`config.mk`:
```
export PLATFORM = sky130hd
export DESIGN_NAME = vrp_ctrl
export DESIGN_NICKNAME = d
export VERILOG_FILES = /design/src/vrp_pkg.sv /design/src/vrp_ctrl.sv
export SDC_FILE = /design/constraint.sdc
export NUM_CORES = 1
export LEC_CHECK = 0
export ABC_AREA = 0
export BUFFER_PORTS_ARGS = -buffer_cell sky130_fd_sc_hd__buf_2
export CAP_MARGIN = 20
export CELL_PAD_IN_SITES_DETAIL_PLACEMENT = 1
export CELL_PAD_IN_SITES_GLOBAL_PLACEMENT = 1
export CORE_AREA = 2 2 39 41
export CTS_CLUSTER_DIAMETER = 30
export DETAILED_ROUTE_END_ITERATION = 8
export DIE_AREA = 0 0 41 43
export PLACE_DENSITY = 0.42
export SLEW_MARGIN = 10
export SYNTH_ARGS = -nofsm -noshare
export SYNTH_HDL_FRONTEND = slang
export SYNTH_SLANG_ARGS = --single-unit
```
`constraint.sdc`:
```
create_clock -name i_clk -period 1.3 [get_ports i_clk]
set_input_delay 0.26 -clock i_clk [delete_from_list [all_inputs] [get_ports i_clk]]
set_output_delay 0.26 -clock i_clk [all_outputs]
set_load 0.005 [all_outputs]
```
`src/vrp_pkg.sv`:
```
// Shared types and constants for the video register port.
// No dependencies; used by vrp_ctrl, vrp_dp and the top level.
package vrp_pkg;

    // request codes
    localparam logic [1:0] REQ_WRITE = 2'd0;
    localparam logic [1:0] REQ_READ  = 2'd1;
    localparam logic [1:0] REQ_LOAD  = 2'd2;
    localparam logic [1:0] REQ_TICK  = 2'd3;

    // register numbers
    localparam logic [2:0] REG_CTRL   = 3'd0;
    localparam logic [2:0] REG_MASK   = 3'd1;
    localparam logic [2:0] REG_STATUS = 3'd2;
    localparam logic [2:0] REG_SPADDR = 3'd3;
    localparam logic [2:0] REG_SPDATA = 3'd4;
    localparam logic [2:0] REG_SCROLL = 3'd5;
    localparam logic [2:0] REG_ADDR   = 3'd6;
    localparam logic [2:0] REG_DATA   = 3'd7;

    // nametable mirroring modes
    localparam logic [1:0] MIR_HORIZ  = 2'd0;
    localparam logic [1:0] MIR_VERT   = 2'd1;
    localparam logic [1:0] MIR_SINGLE = 2'd2;
    localparam logic [1:0] MIR_FOUR   = 2'd3;

    localparam int unsigned SPRITE_MEM_DEPTH = 256;
    localparam int unsigned SPRITE_AW        = 8;

    localparam logic [7:0]  SCROLL_X_MAX  = 8'd240;
    localparam logic [7:0]  ROW_FIRST     = 8'd0;
    localparam logic [7:0]  ROW_VBLANK    = 8'd239;
    localparam logic [7:0]  FIRST_READ    = 8'hFF;
    localparam logic [13:0] PAL_BACKDROP  = 14'h3F10;
    localparam logic [5:0]  PAL_PAGE      = 6'h3F;
    localparam logic [15:0] INC_ACROSS    = 16'd1;
    localparam logic [15:0] INC_DOWN      = 16'd32;

    // controller to datapath
    typedef struct packed {
        logic clearing;
        logic capture;
        logic access;
        logic commit;
    } t_dp_cmd;

    // datapath to controller
    typedef struct packed {
        logic clear_done;
    } t_dp_status;

endpackage

```
`src/vrp_ctrl.sv`:
```
// Sequencing controller: clearing pass, then accept / access / finish per item.
// Depends on vrp_pkg.
module vrp_ctrl (
    input  logic                i_clk,
    input  logic                i_rst_n,
    input  logic                start,
    input  vrp_pkg::t_dp_status i_status,
    output vrp_pkg::t_dp_cmd    o_cmd,
    output logic                busy,
    output logic                o_done
);

    localparam logic [1:0] ST_CLEAR  = 2'd0;
    localparam logic [1:0] ST_IDLE   = 2'd1;
    localparam logic [1:0] ST_ACCESS = 2'd2;
    localparam logic [1:0] ST_FINISH = 2'd3;

    logic [1:0] r_state;
    logic [1:0] n_state;
    logic       r_done;

    always_comb begin
        n_state = r_state;
        unique case (r_state)
            ST_CLEAR:  if (i_status.clear_done) n_state = ST_IDLE;
            ST_IDLE:   if (start) n_state = ST_ACCESS;
            ST_ACCESS: n_state = ST_FINISH;
            ST_FINISH: n_state = ST_IDLE;
            default:   n_state = ST_CLEAR;
        endcase
    end

    always_ff @(posedge i_clk) begin
        if (!i_rst_n) begin
            r_state <= ST_CLEAR;
            r_done  <= 1'b0;
        end else begin
            r_state <= n_state;
            r_done  <= (r_state == ST_FINISH);
        end
    end

    assign o_cmd.clearing = (r_state == ST_CLEAR);
    assign o_cmd.capture  = (r_state == ST_IDLE) && start;
    assign o_cmd.access   = (r_state == ST_ACCESS);
    assign o_cmd.commit   = (r_state == ST_FINISH);
    assign busy           = (r_state != ST_IDLE);
    assign o_done         = r_done;

endmodule

```
[Word level (Yosys, flattened, before mapping)]
Cells that the tools add are included.
Storage, ports and cells
  register bits after elaboration: 3
  latch bits: 0
  memory bits (writable): 0
  memory bits (read-only): 0
  output and inout port bits: 6
  logic and storage cells: 14
  memories: 0
Cells by class
  $add $sub $neg: 0
  multipliers: 0
  div/mod/pow operators: 0
  magnitude comparators: 0
  equal/unequal tests: 6
  shift-type cells: 0
  muxes and demuxes: 3
  bitwise operators: 0
  reductions and logical operators: 3
Operator list (count)
  one-hot mux 2 bit (4 select lines): 1
  equality test 2 bit, second input constant: 2
  2-to-1 mux 2 bit: 2
  != test 2 bit, second input constant: 2
  equality test 2 x 1 -> 1 bit, second input constant: 1
  logical NOT 2 bit: 1
  != test 2 x 1 -> 1 bit, second input constant: 1
  AND reduction 2 bit: 1
  logical AND 1 bit: 1

[Logic depth before layout (Yosys ltp)]
Gate-level depths: netlist of the first run.
  word-level depth: 3
  depth in mapped cells: 5
  gate-level depth less buffers: 5

[Worst setup path before layout of the first run]
Ideal clock, no wire load.
  path type: register to register
  from: register r_state[0]
  to: register r_state[0]
  arrival time: 0.957 ns
  path slack: 0.228 ns
  stages on the path, launching flop included: 6
  period minus slack after synthesis: 1.072 ns
  path through: dfxtp_1 inv_1 ha_1 nand2b_4 a21oi_2 a31o_1
RTL lines
  start, declared: line vrp_ctrl.sv:18  | logic [1:0] r_state;
  start signal, assigned: line vrp_ctrl.sv:38  | r_state <= n_state;

==> flow_metrics.env, run 1 <==
export IMPL_status="finished, final reports clean"
export IMPL_clockBufferDepth=2
export IMPL_holdCritStartpoint="i_rst_n"
export IMPL_powerDensity_nw_per_um2=2060
export IMPL_critPathArrivalTime_ns=1.01
export IMPL_die_x_microns=41
export IMPL_worstSetupStartpoint="r_state[1]"
export IMPL_antenna_diode_count=0
export IMPL_synthesis_nets=28
export IMPL_reg2reg_to="r_state[0]"
export IMPL_yosysUniqueCellTypes=11
export IMPL_total_power_mw=0.665
export IMPL_hold_viol=0
export IMPL_tightest_slew_ns=0.107
export IMPL_hold_ws_ns=0.298
export IMPL_start_kind="register"
export IMPL_cts_root_buf="clkbuf_4"
export IMPL_firstDrtPassIters=2
export IMPL_regToRegStartpoint="r_state[0]"
export IMPL_viasPerCell=3.76
export IMPL_dp_hpwl_microns=356
export IMPL_numCtsBuffers=3
export IMPL_grt_max_degree=6
export IMPL_final_cells=50
export IMPL_num_nets_final=43
export IMPL_r2r_cells=5
export IMPL_cts_clk_slew_worst_paths_ns=0.04
export IMPL_drt_wirelength_per_cell_microns=8.50
export IMPL_finClkSkew_ns=0.00157
export IMPL_port_buffers=9
export IMPL_p_leak_nw=0.157
export IMPL_dp_cells=45
export IMPL_gp_congestion=0.630
export IMPL_dieArea_sq_um=1760
export IMPL_core_area_sq_um=1380
export IMPL_maxCapViolCount=0
export IMPL_grt_pass1_vias=190
export IMPL_drt_iter0_drc=2
export IMPL_postRouteAntennaNets=0
export IMPL_worst_ir_drop_vdd_v=0.000586
export IMPL_wirelength_microns=425
export IMPL_grt_pass1_wl_microns=745
export IMPL_cp_required_ns=1.04
export IMPL_syn2layout_area_growth_pct=65.4
export IMPL_fin_crit_sh=0.976
export IMPL_synth_area_per_cell_sq_um=9.76
export IMPL_ys_seq_area_frac=0.308
export IMPL_drc=0
export IMPL_vias=188
export IMPL_ios=10
export IMPL_cts_tree="built"
export IMPL_row_count=14
export IMPL_setup_viol=0
export IMPL_worst_r2r_setup_slack_ns=0.27
export IMPL_die_h_microns=43
export IMPL_placed_area_sq_um=260
export IMPL_finalCriticalPeriod_ns=1.27
export IMPL_pre_cts_slack_ns=0.149
export IMPL_floorplan_initialDensity=0.141
export IMPL_fin_area_sq_um=323
export IMPL_final_layout_size_suffix_gt1_frac=0.706
export IMPL_hold_path_depth=2
export IMPL_clk_latency_ns=0.23
export IMPL_max_freq_mhz=788
export IMPL_worst_hold_path_type="primary input to register"
export IMPL_htree_levels=1
export IMPL_rsz0062_at_grt="true"
export IMPL_setup_slack_ns=0.0312
export IMPL_holdPathEnd="o_done"
export IMPL_grt_antenna_before_repair=0
export IMPL_slew_headroom=0.927
export IMPL_synthCells=20
export IMPL_grt_usage=0.0671
export IMPL_crit_type="register to output pin"
export IMPL_crit_path_end_kind="output pin"
export IMPL_cts_sinks=3
export IMPL_finalMaxSlewViolations=0
export IMPL_globalRoute_totalOverflow=0
export IMPL_critical_path_max_fanout=3
export IMPL_yosys_warnings=0
export IMPL_mappedNetlistArea_sq_um=195
export IMPL_synth_seq_cells=3
==> cell usage after synthesis <==
cell      instances  share of area
ha_1              4           0.26
dfxtp_1           3           0.31
nand2b_4          1          0.070
nand2_1           3          0.058
and2_1            2          0.064
inv_2             1          0.019
mux2i_1           1          0.051
a21oi_2           1          0.045
o21ai_2           1          0.045
a31o_1            1          0.045
inv_1             2          0.038
==> timing repair <==
item                                    in CTS  in global routing
resized for setup                            4                  6
hold buffers                                 0                  0
pin swaps                                    0                  1
setup buffers                                0                  1
cloned                                       0                  0
endpoints found under the setup margin       3                  3
==> routing by layer <==
layer / track usage / wire, microns / vias to the layer above
li1: - / - / 93
met5: 0 / 0 / -
met4: 0.0600 / 0 / 0
met1: 0.0639 / 167 / 93
met3: 0.0314 / 15 / 0
met2: 0.100 / 241 / 2
==> kinds of logic (layout without fill, tap and decap cells) <==
logic type | after synthesis | in the layout | synth area share
AND/OR/NAND/NOR | 6 | 6 | 0.192
AO/OA/AOI/OAI | 3 | 3 | 0.135
adder cells (fa/ha/maj) | 4 | 4 | 0.256
multiplexers | 1 | 1 | 0.0513
buffers and inverters | 3 | 17 | 0.0577
flip-flops | 3 | 3 | 0.308
==> worst max-delay path by stage <==
stage                 end  slack, ns  cells after the start
6_report         o_cmd[2]       0.03                      4
2_1_floorplan  r_state[0]       0.23                      5
4_1_cts          o_cmd[2]      -0.01                      4
3_3_place_gp     o_cmd[2]       0.14                      4
3_5_place_dp   r_state[0]       0.15                      5
5_1_grt          o_cmd[2]      -0.01                      4
==> flip-flops by register name, indices dropped and copies added, names as in the netlist <==
signal,count
o_done,1
r_state,2
==> cells in the final DEF (no fill, tap or decap) <==
cell,count
a21oi_2,1
a31o_1,1
and2_1,1
and2_4,1
buf_2,8
buf_4,1
buf_6,1
clkbuf_1,1
clkbuf_4,3
dfxtp_1,1
dfxtp_2,1
dfxtp_4,1
ha_1,2
ha_2,1
ha_4,1
inv_2,3
mux2i_1,1
nand2_1,3
nand2b_4,1
o21ai_2,1
==> metrics by stage <==
step,utilization,setup TNS [ns]
3_3_place_gp,0.188,0
4_1_cts,0.211,-0.0147
2_1_floorplan,-,0
6_report,0.233,0
3_5_place_dp,0.188,0
5_1_grt,0.233,-0.0111
==> worst max-delay path, stage by stage (launching register included) <==
cell     delay [ns]
dfxtp_2        0.34
inv_2          0.05
ha_4           0.16
and2_4         0.13
buf_6          0.10
==> where the power goes <==
part / internal, mW / switching, mW
registers: 0.134 / 0.0365
clock network: 0.115 / 0.0461
logic: 0.177 / 0.156
total: 0.426 / 0.239
==> area by class of cell <==
type,count,area [sq um]
Multi-Input combinational cell,14,141
Clock buffer,4,26.3
Fill cell,177,1060
Timing Repair Buffer,10,58.8
Inverter,3,11.3
Tap cell,16,20.0
Sequential cell,3,65.1
(Power assumes the default switching activity.)
==> run 2: changes to the inputs <==
- ABC_AREA: 0 -> 1
- CTS_BUF_LIST: default -> sky130_fd_sc_hd__clkbuf_4
- PLACE_DENSITY: 0.42 -> 0.43
==> flow_metrics.env, run 2 <==
export IMPL_finalMaxSlewViolations=0
export IMPL_drt_wirelength_per_cell_microns=8.12
export IMPL_hold_ws_ns=0.249
export IMPL_largest_reg_flops=2
export IMPL_final_cells=57
export IMPL_critical_path_max_fanout=3
export IMPL_synth_edf_count=0
export IMPL_p_sw_mw=0.195
export IMPL_drt_iter0_drc=6
export IMPL_yosys_warnings=0
export IMPL_yosysTopAreaCell="dfxtp_1"
export IMPL_grt_usage=0.0732
export IMPL_final_layout_size_suffix_gt1_frac=0.537
export IMPL_worst_hold_path_type="primary input to register"
export IMPL_seq_area_sq_um=65.1
export IMPL_rsz0062_at_grt="false"
export IMPL_hold_viol=0
export IMPL_syn2layout_area_growth_pct=63.3
export IMPL_clk_latency_ns=0.23
export IMPL_synth_seq_cells=3
export IMPL_firstDrtPassIters=3
export IMPL_async_flop_share=0
export IMPL_synth_top_cell_area_share=0.304
export IMPL_critPathArrivalTime_ns=0.97
export IMPL_synth_area_per_cell_sq_um=7.32
export IMPL_row_count=14
export IMPL_cp_required_ns=1.04
export IMPL_numCtsBuffers=3
export IMPL_clockBufferDepth=2
export IMPL_seqPwrFrac=0.253
export IMPL_globalRoute_totalOverflow=0
export IMPL_num_nets_final=50
export IMPL_start_kind="register"
export IMPL_placed_area_sq_um=263
export IMPL_post_synth_top_count_cell="inv_1"
export IMPL_dp_hpwl_microns=350
export IMPL_die_h_microns=43
export IMPL_yosysUniqueCellTypes=9
export IMPL_powerDensity_nw_per_um2=1770
export IMPL_floorplan_initialDensity=0.143
export IMPL_cts_tree="built"
export IMPL_r2r_cells=5
export IMPL_swShare=0.341
export IMPL_grt_pass1_wl_microns=765
export IMPL_holdCritStartpoint="i_rst_n"
export IMPL_internal_power_mw=0.377
export IMPL_dp_cells=52
export IMPL_crit_path_end_kind="output pin"
export IMPL_regToRegStartpoint="r_state[0]"
export IMPL_grt_pass1_vias=190
export IMPL_netlist_top_cells_area="dfxtp_1 30%, ha_1 25%, inv_1 15%"
export IMPL_grt_antenna_before_repair=0
export IMPL_viasPerCell=3.56
export IMPL_tightest_slew_ns=0.142
export IMPL_p_leak_nw=0.188
export IMPL_fin_area_sq_um=323
export IMPL_p_comb_frac=0.427
export IMPL_htree_levels=1
export IMPL_setup_viol=0
export IMPL_regMostFlops="r_state"
export IMPL_nFillCells=178
export IMPL_pre_cts_slack_ns=0.154
export IMPL_synthesis_nets=35
export IMPL_worstSetupStartpoint="r_state[1]"
export IMPL_final_cell_mix="9 x buf_2, 7 x inv_1, 7 x nand2_1, 4 x clkbuf_4, 2 x ha_2"
export IMPL_grt_max_degree=5
export IMPL_fin_crit_sh=0.945
export IMPL_cts_clk_slew_worst_paths_ns=0.04
export IMPL_setup_slack_ns=0.0710
export IMPL_reg2reg_to="r_state[1]"
export IMPL_multiInputGateArea_sq_um=125
export IMPL_crit_type="register to output pin"
export IMPL_vias=203
export IMPL_synthCells=27
export IMPL_cts_root_buf="clkbuf_4"
export IMPL_dieArea_sq_um=1760
export IMPL_wirelength_microns=463
export IMPL_cts_sinks=3
export IMPL_postRouteAntennaNets=0
export IMPL_maxCapViolCount=0
export IMPL_finalCriticalPeriod_ns=1.23
export IMPL_synthFlopType="dfxtp_1"
export IMPL_ys_seq_area_frac=0.304
export IMPL_port_buffers=9
export IMPL_status="finished, final reports clean"
export IMPL_crit_path_end="o_cmd[0]"
export IMPL_clockPowerShare=0.320
export IMPL_max_freq_mhz=814
export IMPL_finClkSkew_ns=0.000764
export IMPL_ios=10
export IMPL_die_x_microns=41
export IMPL_drc=0
export IMPL_worst_ir_drop_vdd_v=0.000390
export IMPL_slew_headroom=0.905
export IMPL_worst_r2r_setup_slack_ns=0.24
export IMPL_mappedNetlistArea_sq_um=198
export IMPL_final_common_cell="buf_2"
export IMPL_setup_tns_ns=0
export IMPL_core_area_sq_um=1380
export IMPL_yosys_top_cells_count="8 x inv_1, 7 x nand2_1, 4 x ha_1"
export IMPL_antenna_diode_count=0
export IMPL_gp_congestion=0.562
==> run 2: worst max-delay path, stage by stage (launching register included) <==
cell,delay (ns)
dfxtp_2,0.31
buf_4,0.14
ha_2,0.17
buf_2,0.12
==> run 2: through the flow <==
stage          power, mW  utilization
5_1_grt            0.638        0.233
4_1_cts            0.561        0.221
6_report           0.572        0.233
3_3_place_gp       0.340        0.190
3_5_place_dp       0.344        0.190
2_1_floorplan      0.270            -
==> run 2: cell type report <==
| class | instances | area share |
|---|---|---|
| Inverter | 8 | 0.0930 |
| Timing Repair Buffer | 10 | 0.163 |
| Sequential cell | 3 | 0.202 |
| Multi-Input combinational cell | 16 | 0.388 |
| Tap cell | 16 | 0.0620 |
| Clock buffer | 4 | 0.0930 |
==> run 2: kinds of logic (layout without fill, tap and decap cells) <==
family | after synthesis | count (layout) | synth area share
AO/OA/AOI/OAI | 2 | 2 | 0.0696
AND/OR/NAND/NOR | 10 | 10 | 0.222
buffers and inverters | 8 | 22 | 0.152
flip-flops | 3 | 3 | 0.304
adder cells (fa/ha/maj) | 4 | 4 | 0.253
==> run 2: power by group through the flow <==
stage | clock (mW) | sequential, mW | combinational (mW)
6_report | 0.183 | 0.145 | 0.244
3_5_place_dp | 0 | 0.141 | 0.203
3_3_place_gp | 0 | 0.142 | 0.199
2_1_floorplan | 0 | 0.135 | 0.135
5_1_grt | 0.202 | 0.149 | 0.286
4_1_cts | 0.191 | 0.137 | 0.233
==> run 2: worst min-delay path by stage <==
stage | slack (ns) | endpoint | cells after the start
after global routing | 0.27 | o_done | 3
after global placement | 0.48 | o_done | 3
after CTS | 0.25 | o_done | 3
after floorplan | 0.35 | o_done | 2
after detailed placement | 0.49 | o_done | 3
final | 0.25 | o_done | 3
==> run 2: what timing repair did <==
action / CTS / global route
hold endpoints to repair: 0 / 0
setup endpoints to repair: 3 / 2
buffers inserted: 1 / 0
hold buffers: 0 / 0
pin swaps: 0 / 0
resized for setup: 3 / 5
==> run 2: routing by layer <==
layer	track usage	vias up	wire length (microns)
met5	0	-	0
li1	-	104	-
met3	0.0471	0	15
met2	0.0969	3	262
met1	0.0673	96	184
met4	0.0800	0	0
